$ cat src/hdl/assert_macros.svh
// ----------------------------------------------------------------------------
// assert_macros.svh
// Assertion macros shared by the bubble babble encoder modules. They sample
// on clk_i and are disabled while rst_ni is low.
// ----------------------------------------------------------------------------
`ifndef ASSERT_MACROS_SVH
`define ASSERT_MACROS_SVH
`ifndef ASSERT_OFF
`define ASSERT_ALWAYS(lbl, prop, msg) \
  lbl: assert property (@(posedge clk_i) disable iff (!rst_ni) (prop)) else $error(msg);
`define ASSERT_NEVER(lbl, cond, msg) \
  lbl: assert property (@(posedge clk_i) disable iff (!rst_ni) !(cond)) else $error(msg);
`else
`define ASSERT_ALWAYS(lbl, prop, msg)
`define ASSERT_NEVER(lbl, cond, msg)
`endif
`endif

$ cat src/hdl/bbe_pkg.sv
// ----------------------------------------------------------------------------
// bbe_pkg
// Types, character tables and small arithmetic helpers of the bubble babble
// encoder.
// ----------------------------------------------------------------------------
package bbe_pkg;

  localparam int unsigned CHAR_W          = 7;
  localparam int unsigned NUM_SLOTS       = 7;
  localparam int unsigned CNT_W           = $clog2(NUM_SLOTS + 1);
  localparam int unsigned SEED_W          = 6;
  localparam int unsigned QUEUE_DEPTH_DEF = 2;

  typedef logic [CHAR_W-1:0] char_t;
  typedef logic [SEED_W-1:0] seed_t;

  localparam seed_t SEED_INIT = 6'd1;

  localparam char_t CH_X    = 7'h78;
  localparam char_t CH_DASH = 7'h2d;

  localparam char_t VOWEL_TAB [6] = '{7'h61, 7'h65, 7'h69, 7'h6f, 7'h75, 7'h79};
  localparam char_t CONS_TAB [16] = '{
    7'h62, 7'h63, 7'h64, 7'h66, 7'h67, 7'h68, 7'h6b, 7'h6c,
    7'h6d, 7'h6e, 7'h70, 7'h72, 7'h73, 7'h74, 7'h76, 7'h7a
  };

  // one queued job: the characters caused by one item
  typedef struct packed {
    char_t [NUM_SLOTS-1:0] chars;
    logic [CNT_W-1:0]      count;
    logic                  msg_end;
  } job_t;

  // exact for any 6-bit value
  function automatic logic [3:0] div6(logic [5:0] x);
    logic [11:0] p;
    p = 12'(x) * 12'd43;
    return p[11:8];
  endfunction

  function automatic logic [2:0] mod6(logic [5:0] x);
    logic [3:0] q;
    logic [5:0] r;
    q = div6(x);
    r = x - 6'(q) * 6'd6;
    return r[2:0];
  endfunction

  // exact for values below 2305
  function automatic seed_t mod36(logic [11:0] x);
    logic [20:0] p;
    logic [5:0]  q;
    logic [11:0] r;
    p = 21'(x) * 21'd455;
    q = p[19:14];
    r = x - 12'(q) * 12'd36;
    if (r >= 12'd36) begin
      r = r - 12'd36;
    end
    return r[5:0];
  endfunction

  function automatic char_t vowel_char(logic [5:0] x);
    return VOWEL_TAB[mod6(x)];
  endfunction

  function automatic char_t cons_char(logic [3:0] x);
    return CONS_TAB[x];
  endfunction

endpackage

$ cat src/hdl/bbe_in_if.sv
// ----------------------------------------------------------------------------
// bbe_in_if
// Message byte channel of the bubble babble encoder.
// ----------------------------------------------------------------------------
interface bbe_in_if;
  logic       valid;
  logic       ready;
  logic [7:0] data_byte;
  logic       has_byte;
  logic       last;

  modport source (output valid, output data_byte, output has_byte, output last,
                  input ready);
  modport sink (input valid, input data_byte, input has_byte, input last,
                output ready);
endinterface

$ cat src/hdl/bbe_out_if.sv
// ----------------------------------------------------------------------------
// bbe_out_if
// Character channel of the bubble babble encoder.
// ----------------------------------------------------------------------------
interface bbe_out_if;
  logic       valid;
  logic       ready;
  logic [6:0] out_char;
  logic       run_end;
  logic       message_end;

  modport source (output valid, output out_char, output run_end,
                  output message_end, input ready);
  modport sink (input valid, input out_char, input run_end, input message_end,
                output ready);
endinterface

$ cat src/hdl/bubble_babble_encoder.sv
// ----------------------------------------------------------------------------
// bubble_babble_encoder
// Streams message bytes in and bubble babble characters out.
//
//   channel  dir  beat
//   in_i     in   data_byte, has_byte, last
//   out_o    out  out_char, run_end, message_end
//
// One character leaves per cycle while out_o is ready; a byte gives three characters,
// plus the leading and closing groups, so a byte's beat gives three to seven characters.
// A beat enters in the cycle after the previous one while the job queue has
// room; the output register sets the pace.
// A beat passes the decode register, the job queue and the output register. Reset
// is asynchronous, loads the initial seed and clears the pair state and the queue.
// ----------------------------------------------------------------------------
module bubble_babble_encoder #(
  parameter int unsigned QueueDepth = bbe_pkg::QUEUE_DEPTH_DEF
) (
  input  logic      clk_i,
  input  logic      rst_ni,
  bbe_in_if.sink    in_i,
  bbe_out_if.source out_o
);
  import bbe_pkg::*;

  job_t front_job, back_job;
  logic front_valid, front_ready, back_valid, back_ready;

  bbe_front u_front (
    .clk_i       (clk_i),
    .rst_ni      (rst_ni),
    .in_i        (in_i),
    .job_o       (front_job),
    .job_valid_o (front_valid),
    .job_ready_i (front_ready)
  );

  bbe_queue #(
    .Depth (QueueDepth)
  ) u_queue (
    .clk_i       (clk_i),
    .rst_ni      (rst_ni),
    .in_data_i   (front_job),
    .in_valid_i  (front_valid),
    .in_ready_o  (front_ready),
    .out_data_o  (back_job),
    .out_valid_o (back_valid),
    .out_ready_i (back_ready)
  );

  bbe_back u_back (
    .clk_i       (clk_i),
    .rst_ni      (rst_ni),
    .job_i       (back_job),
    .job_valid_i (back_valid),
    .job_ready_o (back_ready),
    .out_o       (out_o)
  );

endmodule

$ cat src/hdl/bbe_front.sv
// ----------------------------------------------------------------------------
// bbe_front
// Takes message beats, keeps the seed and pair state, and builds one job of
// up to seven characters per beat that carries a byte or closes a message.
// ----------------------------------------------------------------------------
module bbe_front (
  input  logic          clk_i,
  input  logic          rst_ni,
  bbe_in_if.sink        in_i,
  output bbe_pkg::job_t job_o,
  output logic          job_valid_o,
  input  logic          job_ready_i
);
  import bbe_pkg::*;

  // message state
  seed_t      seed_q, seed_d;
  logic [7:0] held_q, held_d;
  logic       odd_q, odd_d;
  logic       started_q, started_d;

  // decode stage
  logic       s1_valid_q, s1_valid_d;
  logic [7:0] s1_byte_q;
  logic       s1_has_q, s1_last_q, s1_first_q, s1_odd_q;
  seed_t      s1_seed_q, s1_seed_new_q;
  logic [2:0] s1_seed_hi_q;

  logic        accept, active;
  logic [11:0] seed_sum;
  seed_t       seed_new;
  logic [3:0]  seed_hi_full;

  seed_t            close_seed;
  logic [3:0]       close_hi;
  logic [CNT_W-1:0] n;

  assign in_i.ready  = !s1_valid_q || job_ready_i;
  assign accept      = in_i.valid && in_i.ready;
  assign active      = accept && (in_i.has_byte || in_i.last);
  assign seed_sum    = 12'(seed_q) * 12'd5 + 12'(held_q) * 12'd7 + 12'(in_i.data_byte);
  assign seed_new    = mod36(seed_sum);
  assign seed_hi_full = div6(seed_q);

  always_comb begin
    seed_d    = seed_q;
    held_d    = held_q;
    odd_d     = odd_q;
    started_d = started_q;
    if (active) begin
      started_d = 1'b1;
      if (in_i.has_byte) begin
        odd_d = !odd_q;
        if (!odd_q) begin
          held_d = in_i.data_byte;
        end else begin
          seed_d = seed_new;
        end
      end
      if (in_i.last) begin
        seed_d    = SEED_INIT;
        held_d    = '0;
        odd_d     = 1'b0;
        started_d = 1'b0;
      end
    end
  end

  assign s1_valid_d = in_i.ready ? active : s1_valid_q;

  always_ff @(posedge clk_i or negedge rst_ni) begin
    if (!rst_ni) begin
      seed_q     <= SEED_INIT;
      held_q     <= '0;
      odd_q      <= 1'b0;
      started_q  <= 1'b0;
      s1_valid_q <= 1'b0;
    end else begin
      seed_q     <= seed_d;
      held_q     <= held_d;
      odd_q      <= odd_d;
      started_q  <= started_d;
      s1_valid_q <= s1_valid_d;
    end
  end

  always_ff @(posedge clk_i) begin
    if (active) begin
      s1_byte_q     <= in_i.data_byte;
      s1_has_q      <= in_i.has_byte;
      s1_last_q     <= in_i.last;
      s1_first_q    <= !started_q;
      s1_odd_q      <= odd_q;
      s1_seed_q     <= seed_q;
      s1_seed_hi_q  <= seed_hi_full[2:0];
      s1_seed_new_q <= seed_new;
    end
  end

  // character assembly
  assign close_seed = (s1_has_q && s1_odd_q) ? s1_seed_new_q : s1_seed_q;
  assign close_hi   = div6(close_seed);

  always_comb begin
    job_o = '0;
    n     = '0;
    if (s1_first_q) begin
      job_o.chars[n] = CH_X;
      n = n + 1'b1;
    end
    if (s1_has_q) begin
      if (!s1_odd_q) begin
        job_o.chars[n] = vowel_char(6'(s1_byte_q[7:6]) + s1_seed_q);
        n = n + 1'b1;
        job_o.chars[n] = cons_char(s1_byte_q[5:2]);
        n = n + 1'b1;
        job_o.chars[n] = vowel_char(6'(s1_byte_q[1:0]) + 6'(s1_seed_hi_q));
        n = n + 1'b1;
      end else begin
        job_o.chars[n] = cons_char(s1_byte_q[7:4]);
        n = n + 1'b1;
        job_o.chars[n] = CH_DASH;
        n = n + 1'b1;
        job_o.chars[n] = cons_char(s1_byte_q[3:0]);
        n = n + 1'b1;
      end
    end
    if (s1_last_q) begin
      if (s1_has_q == s1_odd_q) begin
        job_o.chars[n] = vowel_char(close_seed);
        n = n + 1'b1;
        job_o.chars[n] = CH_X;
        n = n + 1'b1;
        job_o.chars[n] = VOWEL_TAB[close_hi[2:0]];
        n = n + 1'b1;
      end
      job_o.chars[n] = CH_X;
      n = n + 1'b1;
      job_o.msg_end = 1'b1;
    end
    job_o.count = n;
  end

  assign job_valid_o = s1_valid_q;

endmodule

$ cat src/hdl/bbe_queue.sv
// ----------------------------------------------------------------------------
// bbe_queue
// Small job queue between the front and back parts.
// ----------------------------------------------------------------------------
`include "assert_macros.svh"

module bbe_queue #(
  parameter int unsigned Depth = bbe_pkg::QUEUE_DEPTH_DEF
) (
  input  logic          clk_i,
  input  logic          rst_ni,
  input  bbe_pkg::job_t in_data_i,
  input  logic          in_valid_i,
  output logic          in_ready_o,
  output bbe_pkg::job_t out_data_o,
  output logic          out_valid_o,
  input  logic          out_ready_i
);
  import bbe_pkg::*;

  localparam int unsigned PtrW = (Depth > 1) ? $clog2(Depth) : 1;
  localparam int unsigned CntW = $clog2(Depth + 1);

  job_t            slots_q [Depth];
  logic [PtrW-1:0] wr_ptr_q, wr_ptr_d, rd_ptr_q, rd_ptr_d;
  logic [CntW-1:0] count_q, count_d;
  logic            push, pop;

  assign in_ready_o  = (count_q != CntW'(Depth));
  assign out_valid_o = (count_q != '0);
  assign out_data_o  = slots_q[rd_ptr_q];
  assign push        = in_valid_i && in_ready_o;
  assign pop         = out_valid_o && out_ready_i;

  always_comb begin
    wr_ptr_d = wr_ptr_q;
    rd_ptr_d = rd_ptr_q;
    count_d  = count_q;
    if (push) begin
      wr_ptr_d = (wr_ptr_q == PtrW'(Depth - 1)) ? '0 : wr_ptr_q + 1'b1;
    end
    if (pop) begin
      rd_ptr_d = (rd_ptr_q == PtrW'(Depth - 1)) ? '0 : rd_ptr_q + 1'b1;
    end
    if (push && !pop) begin
      count_d = count_q + 1'b1;
    end else if (pop && !push) begin
      count_d = count_q - 1'b1;
    end
  end

  always_ff @(posedge clk_i or negedge rst_ni) begin
    if (!rst_ni) begin
      wr_ptr_q <= '0;
      rd_ptr_q <= '0;
      count_q  <= '0;
    end else begin
      wr_ptr_q <= wr_ptr_d;
      rd_ptr_q <= rd_ptr_d;
      count_q  <= count_d;
    end
  end

  always_ff @(posedge clk_i) begin
    if (push) begin
      slots_q[wr_ptr_q] <= in_data_i;
    end
  end

  `ASSERT_ALWAYS(q_empty_ptrs, (count_q == '0) |-> (rd_ptr_q == wr_ptr_q), "queue empty with pointers apart")
  `ASSERT_ALWAYS(q_full_ptrs, (count_q == CntW'(Depth)) |-> (rd_ptr_q == wr_ptr_q), "queue full with pointers apart")

endmodule

$ cat src/hdl/bbe_back.sv
// ----------------------------------------------------------------------------
// bbe_back
// Walks the characters of the head job and drives them one per beat through
// an output register.
// ----------------------------------------------------------------------------
`include "assert_macros.svh"

module bbe_back (
  input  logic          clk_i,
  input  logic          rst_ni,
  input  bbe_pkg::job_t job_i,
  input  logic          job_valid_i,
  output logic          job_ready_o,
  bbe_out_if.source     out_o
);
  import bbe_pkg::*;

  logic [CNT_W-1:0] idx_q, idx_d;
  logic             out_valid_q, out_valid_d;
  char_t            char_q;
  logic             run_end_q, msg_end_q;
  logic             load, last_char;

  assign load        = !out_valid_q || out_o.ready;
  assign last_char   = (idx_q == job_i.count - 1'b1);
  assign job_ready_o = load && job_valid_i && last_char;

  always_comb begin
    idx_d       = idx_q;
    out_valid_d = out_valid_q;
    if (load) begin
      out_valid_d = job_valid_i;
      if (job_valid_i) begin
        idx_d = last_char ? '0 : idx_q + 1'b1;
      end
    end
  end

  always_ff @(posedge clk_i or negedge rst_ni) begin
    if (!rst_ni) begin
      idx_q       <= '0;
      out_valid_q <= 1'b0;
    end else begin
      idx_q       <= idx_d;
      out_valid_q <= out_valid_d;
    end
  end

  always_ff @(posedge clk_i) begin
    if (load && job_valid_i) begin
      char_q    <= job_i.chars[idx_q];
      run_end_q <= last_char;
      msg_end_q <= last_char && job_i.msg_end;
    end
  end

  assign out_o.valid       = out_valid_q;
  assign out_o.out_char    = char_q;
  assign out_o.run_end     = run_end_q;
  assign out_o.message_end = msg_end_q;

  `ASSERT_ALWAYS(idx_in_job, job_valid_i |-> (idx_q < job_i.count), "character index past job")
  `ASSERT_ALWAYS(msg_end_is_run_end, (out_valid_q && msg_end_q) |-> run_end_q, "message end not on run end")

endmodule

$ cat src/flat_wrapper.sv
// flat-port wrapper written by rule: the top's interface ports become plain ports
module bubble_babble_encoder_flat import bbe_pkg::*;
#(
  parameter int unsigned QueueDepth = bbe_pkg::QUEUE_DEPTH_DEF
)
  (clk_i, rst_ni, in_i_valid, in_i_data_byte, in_i_has_byte, in_i_last, in_i_ready, out_o_valid, out_o_out_char, out_o_run_end, out_o_message_end, out_o_ready);
  bbe_in_if in_i_i ();
  bbe_out_if out_o_i ();
  input  logic clk_i;
  input  logic rst_ni;
  input wire logic [$bits(in_i_i.valid)-1:0] in_i_valid;
  input wire logic [$bits(in_i_i.data_byte)-1:0] in_i_data_byte;
  input wire logic [$bits(in_i_i.has_byte)-1:0] in_i_has_byte;
  input wire logic [$bits(in_i_i.last)-1:0] in_i_last;
  output wire logic [$bits(in_i_i.ready)-1:0] in_i_ready;
  output wire logic [$bits(out_o_i.valid)-1:0] out_o_valid;
  output wire logic [$bits(out_o_i.out_char)-1:0] out_o_out_char;
  output wire logic [$bits(out_o_i.run_end)-1:0] out_o_run_end;
  output wire logic [$bits(out_o_i.message_end)-1:0] out_o_message_end;
  input wire logic [$bits(out_o_i.ready)-1:0] out_o_ready;
  assign in_i_i.valid = in_i_valid;
  assign in_i_i.data_byte = in_i_data_byte;
  assign in_i_i.has_byte = in_i_has_byte;
  assign in_i_i.last = in_i_last;
  assign in_i_ready = in_i_i.ready;
  assign out_o_valid = out_o_i.valid;
  assign out_o_out_char = out_o_i.out_char;
  assign out_o_run_end = out_o_i.run_end;
  assign out_o_message_end = out_o_i.message_end;
  assign out_o_i.ready = out_o_ready;
  bubble_babble_encoder #(.QueueDepth(QueueDepth)) u_core (.clk_i(clk_i), .rst_ni(rst_ni), .in_i(in_i_i), .out_o(out_o_i));
endmodule
$ cat config.mk
export PLATFORM = sky130hd
export DESIGN_NAME = bubble_babble_encoder_flat
export DESIGN_NICKNAME = d
export VERILOG_FILES = /design/src/hdl/bbe_pkg.sv /design/src/hdl/bbe_in_if.sv /design/src/hdl/bbe_out_if.sv /design/src/hdl/bubble_babble_encoder.sv /design/src/hdl/bbe_front.sv /design/src/hdl/bbe_queue.sv /design/src/hdl/bbe_back.sv /design/src/flat_wrapper.sv
export VERILOG_INCLUDE_DIRS = /design/src /design/src/hdl
export SDC_FILE = /design/constraint.sdc
export NUM_CORES = 1
export LEC_CHECK = 0
export ABC_CLOCK_PERIOD_IN_PS = 14600
export BUFFER_PORTS_ARGS = -buffer_cell sky130_fd_sc_hd__buf_2
export CORE_AREA = 8 8 205 187
export CTS_BUF_LIST = sky130_fd_sc_hd__clkbuf_8
export DETAILED_ROUTE_END_ITERATION = 10
export DIE_AREA = 0 0 213 195
export PLACE_DENSITY_LB_ADDON = 0.08
export RECOVER_POWER = 25
export SYNTH_ARGS = -nofsm -noshare
export SYNTH_HDL_FRONTEND = slang
export SYNTH_SLANG_ARGS = --single-unit
$ cat constraint.sdc
create_clock -name clk_i -period 14.6 [get_ports clk_i]
set_input_delay 1.46 -clock clk_i [delete_from_list [all_inputs] [get_ports clk_i]]
set_output_delay 1.46 -clock clk_i [all_outputs]
set_load 0.05 [all_outputs]
# After elaboration in Yosys (flattened, before gate mapping)
# Memories as Yosys holds them, arrays and structs flattened.
# Cells that the tools add are included.
# Widths: inputs -> output; s select.
[word_totals]
regBits = 61
mem_bits_rw = 106
romBits = 560
elab_cells = 206
n_memories = 8
[op_classes]
add_sub_neg = 22
mul = 11
order_cmp = 23
eq_ne = 4
mux = 67
n_bitwise = 16
reduce_logical = 34
[mem_list]
columns = ["memory", "depth", "word_bits", "read_ports", "rd_clocked_by_memory_dff", "write_ports", "line", "text"]
rows = [
  ["(name not given)", 16, 7, 1, 0, 0, "bbe_pkg.sv:69", "return CONS_TAB[x];"],
  ["(name not given)", 16, 7, 1, 0, 0, "bbe_pkg.sv:69", ""],
  ["(name not given)", 16, 7, 1, 0, 0, "bbe_pkg.sv:69", ""],
  ["u_core.u_queue.slots_q", 2, 53, 1, 0, 1, "bbe_queue.sv:24", "job_t slots_q [Depth];"],
  ["(name not given)", 8, 7, 1, 0, 0, "bbe_front.sv:134", "job_o.chars[n] = VOWEL_TAB[close_hi[2:0]];"],
  ["(name not given)", 8, 7, 1, 0, 0, "bbe_pkg.sv:65", "return VOWEL_TAB[mod6(x)];"],
  ["2 more memories", "n/a", "n/a", "n/a", "n/a", "n/a", "n/a", ""],
]
[op_table]
columns = ["operator", "count"]
rows = [
  ["$bwmux 49", 7],
  ["$mux 49", 5],
  ["$mux 7", 23],
  ["$demux 7 s3", 7],
  ["$or 28x28->28", 3],
  ["$and 21x21->21", 3],
  ["$not 21->21", 3],
  ["$lt 3x4->1 const B", 8],
  ["$mux 6", 5],
  ["$add 3x1->3 const B", 8],
  ["$mul 6x6->12 const B", 2],
  ["$mux 8", 3],
  ["$bmux 7 s3", 1],
  ["$ge 3x1->1 const B", 7],
  ["$mul 12x9->20 const B", 1],
  ["$logic_and 1x1->1", 17],
  ["$ge 4x4->1 const B", 4],
  ["$not 3->4", 4],
  ["$ge 5x5->1 const B", 3],
  ["$mux 3", 5],
  ["$not 4->5", 3],
  ["$add 12x8->12", 1],
  ["$add 9x11->12", 1],
  ["$ge 12x6->1 const B", 1],
  ["other kinds (26)", 52],
]

# Longest topological paths before layout
# Gate-level depths: netlist (run 1).
[depth]
ltp_word = 20
mapped_depth = 48
mapped_depth_nobuf = 48

# Hierarchy
# From an unflattened synthesis (run 1), not the netlist that was laid out.
[unflattened]
cells_unflattened = 1354
hier_area_um2 = 14543.9
[modules_own_cells]
columns = ["mod", "instances", "cells_each", "area_each_um2", "seq_area_each_um2"]
rows = [
  ["bbe_front", 1, 1083, 9311.4, 1237.4],
  ["bbe_queue", 1, 183, 4269.1, 3283.1],
  ["bbe_back", 1, 88, 963.4, 370.4],
]

# Worst setup path before layout (run 1)
# Ideal clock, no wire load.
[synth_path]
path_type = "reg2reg"
startpoint = "register u_core.u_front.held_q[1]"
endpoint = "register u_core.u_front.seed_q[3]"
arrival_time_ps = 10287
t_required_ps = 14479
path_slack_ps = 4192
stages_incl_launch_ff = 45
path_buffers = 0
period_less_slack_ps = 10408
path_cell_list = "dfrtp_1 inv_1 fa_1 fa_1 fa_1 fa_1 inv_1 ha_1 a21oi_1 o21bai_1 a21oi_1 o21bai_1 a21oi_1 o21bai_1 a21oi_1 xnor2_1 fa_1 ha_1 [... 9 more ...] or3_1 a31oi_1 xnor2_1 ha_1 inv_1 fa_1 nor2b_1 o21ai_0 xor2_1 ha_1 inv_1 nand3_1 nand4b_1 a2111oi_0 and4_1 nand2_1 mux2i_1 a22o_1"
[synth_between]
elab_chain_cells = 11
elab_cells_between_ends = 12
cone_classes = "add/sub: 4; mul: 3; order compare: 1; mux: 4"
[synth_lines]
columns = ["item", "line", "text"]
rows = [
  ["start: declaration", "bbe_front.sv:18", "logic [7:0] held_q, held_d;"],
  ["start signal: assignment", "bbe_front.sv:80", "held_q <= held_d;"],
  ["$mul 8x3->11 (*)", "bbe_front.sv:41", "assign seed_sum = 12'(seed_q) * 12'd5 + 12'(held_q) * 12'd7 + 12'(in_i.data_byte);"],
  ["$add 9x11->12 (*)", "bbe_front.sv:41", ""],
  ["$add 12x8->12 (*)", "bbe_front.sv:41", ""],
  ["$mul 12x9->20", "bbe_pkg.sv:55", "p = 21'(x) * 21'd455;"],
  ["$mul 6x4->10", "bbe_pkg.sv:57", "r = x - 12'(q) * 12'd36;"],
  ["$sub 12x12->12 (*)", "bbe_pkg.sv:57", ""],
  ["$ge 12x6->1 or $sub 6x6->6 (tied branches)", "bbe_pkg.sv:58, bbe_pkg.sv:59", ""],
  ["$mux 6 (*)", "bbe_pkg.sv:58", "if (r >= 12'd36) begin"],
  ["net u_core.u_front.seed_new[3]", "bbe_front.sv:31", "seed_t seed_new;"],
  ["$mux 6 (*)", "bbe_front.sv:54", "if (!odd_q) begin"],
  ["$mux 6 (*)", "bbe_front.sv:52", "if (in_i.has_byte) begin"],
  ["$mux 6 (*)", "bbe_front.sv:60", "if (in_i.last) begin"],
  ["end signal: assignment", "bbe_front.sv:73", "seed_q <= SEED_INIT;"],
  ["end signal: assignment", "bbe_front.sv:79", "seed_q <= seed_d;"],
  ["end: declaration", "bbe_front.sv:17", "seed_t seed_q, seed_d;"],
]
# Mark *: on every way through the listed nets, which the timed path passes. The rest lies on a longest branch. The select of a mux whose other input is x is not followed.
# A chain may end at the register's enable or synchronous reset.

# Worst setup path in the final report (run 1)
# Ends and elaborated chain as after synthesis.

==> metrics.txt, run 1 <==
run status=complete, but fails checks; failing checks=max-capacitance violations, max-slew violations; register bit total from synthesis=157; vias post-DR=9210; 1st-pass router iterations=5; port bufs=24; top cell type's share of synthesized area=between 20% and 30%; DR WL/cell=17.6 microns; die area=0.0415 sq mm; fin crit share=approximately four fifths; H-tree depth=4; Longest Clk Path Bufs=2; initial drt markers=approximately 400; Netlist cell types=80; HP Class=flop to flop; Worst Path Required=around 15 ns; worst-skew pair later-pin latency=about 0.47 ns; count leader, synth=inv_1; Top Ports=25; Starting Density=39.5%; vias in the first global route=9778; Post-DP HPWL=24700 microns; critical path peak fanout=6; synth top area cells=edfxtp_1 (29%), ha_1 (19%), fa_1 (8.9%), inv_1 (5.6%), dfrtp_1 (4.4%); Avg Vias per Cell=5.09; NumNets Final=1606; aggregate global routing overflow=0; antenna violations before repair=0; top_reg_cell synth=edfxtp_1; CTS root buffer=clkbuf_8; CP Class=flop to flop; Post-CTS Setup Bufs=0; Final Max Tran Viols=75; post-synthesis cell count=1314; Area Growth Syn to Fin=7.64%; asr flop ratio synth=15.9%; Chip Height=195 microns; largest area contributor in the netlist=edfxtp_1; first-pass GRT wire length=53200 microns; DRT antenna net count=0; # Max-Cap Violations=2; crit-path most repeated cell=fa_1; diodes inserted=0; gr usage total=16.2%; Die X=213 microns; worst rel slew slack=-97.6%; largest net degree at the start of global routing=49; Num CTS Buffers=17; Fill cells=3444; CTS sink cnt=157; Crit. End Element=flop; # setup viols final=0; CTS tree=done; maximum clock frequency=0.0876 GHz; TNS Setup=0 ns; share of layout cells above drive strength 1=7.08%; critical path's largest stage delay=0.54 ns; syn_area_per_cell=10.4 sq um; Yosys warnings=0; Row Count=65; Reg clk slew, reported paths=0.09 ns; # resized after CTS=0; RSZ-0062 raised after global routing=false; CTS Hold Bufs=0; Net Count, Synth=1592; Critical Path AT=around 12 ns; EDFF count, synth=132; crit start category=flop; placer congestion estimate=0.808; sequential fraction of the synthesis area=between 30% and 40%; area of the mapped netlist=roughly 0.014 sq mm; Final min period=11.41 ns; routed wire length=around 32000 microns; # DRC=0; CP max-delay cell=fa_1; clock skew=0.0136 ns; pre-CTS WS=3.18 ns; min setup slack post-route=3.19 ns; core region area=0.0347 sq mm; Slew @ Worst Pin=2.96 ns; Commonest cells post-synth=inv_1 (205), ha_1 (203), edfxtp_1 (132); hold slack=0.492 ns; final number of hold-violating endpoints=0
## metrics by stage
stage | util, % | cells | cell area, sq um
floorplan | - | 1314 | 13700
global placement | 41.4 | 1778 | 14400
detailed placement | 41.4 | 1778 | 14400
CTS | 42.6 | 1810 | 14800
global route | 42.5 | 1810 | 14800
finish | 42.5 | 1810 | 14800
## placed cells by master, fill, tap and decap left out, drive strengths merged, types with 6 or more instances in the layout
cell and instances:
dfrtp 24, o21a 11, nor2 61, a221oi 6
nor3 24, a22o 6, a21o 17, o21bai 7
xor2 23, fa 61, nand2 79, clkbuf 30
edfxtp 132, nand2b 11, a31oi 9, nor2b 19
buf 23, a21oi 58, inv 214, mux2 8
o21ai 66, mux2i 32, o22ai 15, nand3 13
a22oi 7, ha 203, and3 8, mux4 14
a211oi 24, xnor2 52
## worst max-delay path, delay by kind of cell (launching register included)
family                     cells  cell delay (ns)
adders and majority gates     13             5.68
AOI/OAI and AO/OA             13             2.61
and+or+nand+nor                8             1.38
xor gates and xnor gates       3             0.65
DFF                            1             0.43
buffers and inverters          6             0.38
muxes                          1             0.17
## area by class of cell
type,instances,area (sq um),area share [%]
Multi-Input combinational cell,907,8190,55.4
Sequential cell,157,4590,31.1
Inverter,209,785,5.31
Tap cell,469,587,3.97
Clock buffer,17,234,1.58
Clock inverter,15,198,1.34
Timing Repair Buffer,36,189,1.28
## final timing paths
check | startpoint | to | slack, ns | depth (start not counted)
max | u_core.u_front.held_q[1]$_DFFE_PN0P_ | u_core.u_front.seed_q[3]$_DFFE_PN0P_ | 3.19 | 44
min in group asynchronous | rst_ni | u_core.u_back.idx_q[1]$_DFFE_PN0P_ | 1.43 | 1
max reg2reg | u_core.u_front.held_q[1]$_DFFE_PN0P_ | u_core.u_front.seed_q[3]$_DFFE_PN0P_ | 3.19 | 44
max in group asynchronous | rst_ni | u_core.u_queue.rd_ptr_q$_DFFE_PN0P_ | 12.04 | 1
min reg2reg | u_core.u_front.started_q$_DFFE_PN0P_ | u_core.u_front.started_q$_DFFE_PN0P_ | 0.49 | 2
min | u_core.u_front.started_q$_DFFE_PN0P_ | u_core.u_front.started_q$_DFFE_PN0P_ | 0.49 | 2
## cells by family (layout without fill, tap and decap cells)
| group | count (synthesis) | count (layout) | share of synthesized area (%) |
|---|---|---|---|
| AOI/OAI and AO/OA | 268 | 268 | 13.0 |
| and+or+nand+nor | 243 | 243 | 8.43 |
| buffers and inverters | 250 | 277 | 6.95 |
| DFF | 157 | 157 | 33.5 |
| muxes | 54 | 54 | 5.32 |
| adders and majority gates | 264 | 264 | 27.4 |
| xor gates and xnor gates | 78 | 78 | 5.45 |
## flip-flops by register name, indices dropped and copies added, names as in the netlist, 2 cells and up
name                          cells
u_core.u_front.s1_byte_q          8
u_core.u_queue.count_q            2
u_core.u_back.out_o.out_char      7
u_core.u_front.seed_q             6
u_core.u_queue.slots_q           96
u_core.u_front.s1_seed_hi_q       3
u_core.u_front.s1_seed_new_q      6
u_core.u_back.idx_q               3
u_core.u_front.s1_seed_q          6
u_core.u_front.held_q             8
## metal layers
metal | up-vias | share of wire, % | global-route usage [%] | wire length (microns)
met3 | 18 | 2.2 | 1.97 | 714
met4 | 0 | 0.81 | 3.09 | 258
met5 | - | 0 | 0 | 0
met1 | 4448 | 50 | 23.0 | 15900
li1 | 4650 | - | - | -
met2 | 94 | 47 | 26.1 | 14900
Power of run 1 is not shown: default switching activity piles up to over one toggle a cycle in this logic, so the estimate is an artifact.
==> inputs of run 2 (changes only) <==
Settings changed: ABC_CLOCK_PERIOD_IN_PS 14600 to 11200.
Clock period 14.6 ns to 11.2 ns, I/O delays scaled along.
==> run 2 against run 1 <==
The flow still finishes with violations (max-capacitance violations, max-slew violations); worst setup slack got worse by 2.7 ns; core utilization rose by 0.62 points; sequential cell count did not move; clock-buffer cell count did not move; hold slack barely moved; global-route usage fell by 0.31 points; non-clock buffer count rose by 18; fmax rose by 7.0%; clock skew fell by 0.0016 ns.
==> metrics.txt, run 2 (synthesis results as in run 1) <==
Starting Density=~40%; number of flip-flops in the largest register=96; aggregate global routing overflow=0; Top Ports=25; CTS sink cnt=157; worst rel slew slack=-99.0%; FF/Latch Area=0.00459 sq mm; critical path's largest stage delay=0.55 ns; gr usage total=15.8%; crit start category=flop; Slew @ Worst Pin=2.99 ns; DR WL/cell=about 18 microns; 1st-pass router iterations=5; routed wire length=32500 microns; Final min period=10.67 ns; crit-path most repeated cell=inv_1; CP startpoint=u_core.u_front.held_q[4]$_DFFE_PN0P_; CP max-delay cell=fa_1; first-pass GRT wire length=just over 50000 microns; worst-skew pair later-pin latency=0.47 ns; CP Class=flop to flop; largest net degree at the start of global routing=between 40 and 50; core region area=~0.035 sq mm; placer congestion estimate=0.814; Hold Path Origin=u_core.u_front.started_q$_DFFE_PN0P_; Longest Clk Path Bufs=2; Area Growth Syn to Fin=9.22%; Avg Vias per Cell=5.08; # DRC=0; vias post-DR=between 9000 and 10000; share of layout cells above drive strength 1=9.42%; Fill cells=roughly 3400; NumNets Final=1624; critical path peak fanout=5; fin crit share=95.3%; clock skew=0.0121 ns; antenna violations before repair=0; final number of hold-violating endpoints=0; run status=complete, but fails checks; Chip Height=between 150 and 200 microns; Die X=approximately 210 microns; reg2reg start=u_core.u_front.held_q[4]$_DFFE_PN0P_; commonest non-fill, non-tap cell in the layout=inv_1; # Max-Cap Violations=2; # setup viols final=0; die area=0.0415 sq mm; HP Class=flop to flop; maximum clock frequency=roughly 0.094 GHz; port bufs=24; initial drt markers=513; Regs by FF count=u_core.u_queue.slots_q x96, u_core.u_front.held_q x8, u_core.u_front.s1_byte_q x8; Top Family by Delay on Critical Path=adder cells; Final Max Tran Viols=75; Num CTS Buffers=17; Post-DP HPWL=roughly 25000 microns; failing checks=max-capacitance violations, max-slew violations; diodes inserted=0; CTS root buffer=clkbuf_8; final core occ=roughly 43%; Worst Path Required=11.56 ns; Critical Path AT=11.02 ns; Row Count=between 60 and 70; H-tree depth=4; vias in the first global route=9257; Largest Register=u_core.u_queue.slots_q; Reg clk slew, reported paths=0.09 ns; Crit. End Element=flop; multi-input logic area=0.00834 sq mm; leading cell types in the layout, fill and taps excluded=inv_1 (205), ha_1 (201), edfxtp_1 (132), nand2_1 (79), fa_1 (61); CTS tree=done; DRT antenna net count=0; CP bufs+invs=9
## run 2: changes by cell type in the layout (fill, tap and decap cells not counted), moves of 3 or more
cell / delta
buf_4: +15
a21oi_1: -5
a21oi_2: +5
clkbuf_1: +3
inv_8: -3
xnor2_1: -3
## run 2: worst paths after layout
check	slack, ns	cells after the start	end
worst max-delay path	0.53	44	u_core.u_front.seed_q[3]$_DFFE_PN0P_
worst min-delay path	0.49	2	u_core.u_front.started_q$_DFFE_PN0P_
worst max register to register	0.53	44	u_core.u_front.seed_q[3]$_DFFE_PN0P_
worst min register to register	0.49	2	u_core.u_front.started_q$_DFFE_PN0P_
max in group asynchronous	8.94	1	u_core.u_front.held_q[2]$_DFFE_PN0P_
min in group asynchronous	1.10	1	u_core.u_back.idx_q[1]$_DFFE_PN0P_
## run 2: layout make-up
class | count | share of cell area (%)
multi-input combinational | 907 | 55.7
sequential | 157 | 30.6
tap | 469 | 3.92
inverter | 209 | 5.23
clock inverter | 15 | 0.893
clock buffer | 17 | 1.56
timing repair buffer | 54 | 2.09
## run 2: per-stage QoR
stage	TNS [ns]	cell area (sq um)	hold WS [ns]	worst slack (ns)	instances
2_1_floorplan	0	13700	0.450	0.792	1314
3_3_place_gp	0	14500	0.466	0.197	1790
3_5_place_dp	-0.0626	14500	0.476	-0.0294	1790
4_1_cts	0	14800	0.496	0.0189	1822
5_1_grt	-0.116	15000	0.527	-0.0494	1828
6_report	0	15000	0.492	0.531	1828
## run 2: routing by layer
metal  track usage (%)  up-vias  part of all wire (%)
met3              2.27       14                   2.3
met2              24.8      100                    45
met5                 0        -                     0
met1              23.2     4498                    52
li1                  -     4672                     -
met4              2.63        0                  0.71
## run 2: tightest hold or removal path, cell delays in order (launching register included)
cell     delay (ns)
dfrtp_1        0.35
nand2_1        0.05
o21ai_0        0.06
## run 2: what timing repair did
item,4_1_cts,5_1_grt
buffers inserted,0,6
endpoints found under the setup margin,8,8
resized for setup,1,25
pin swaps,0,13
hold buffers,0,0
Power of run 2 is left out for the same reason.
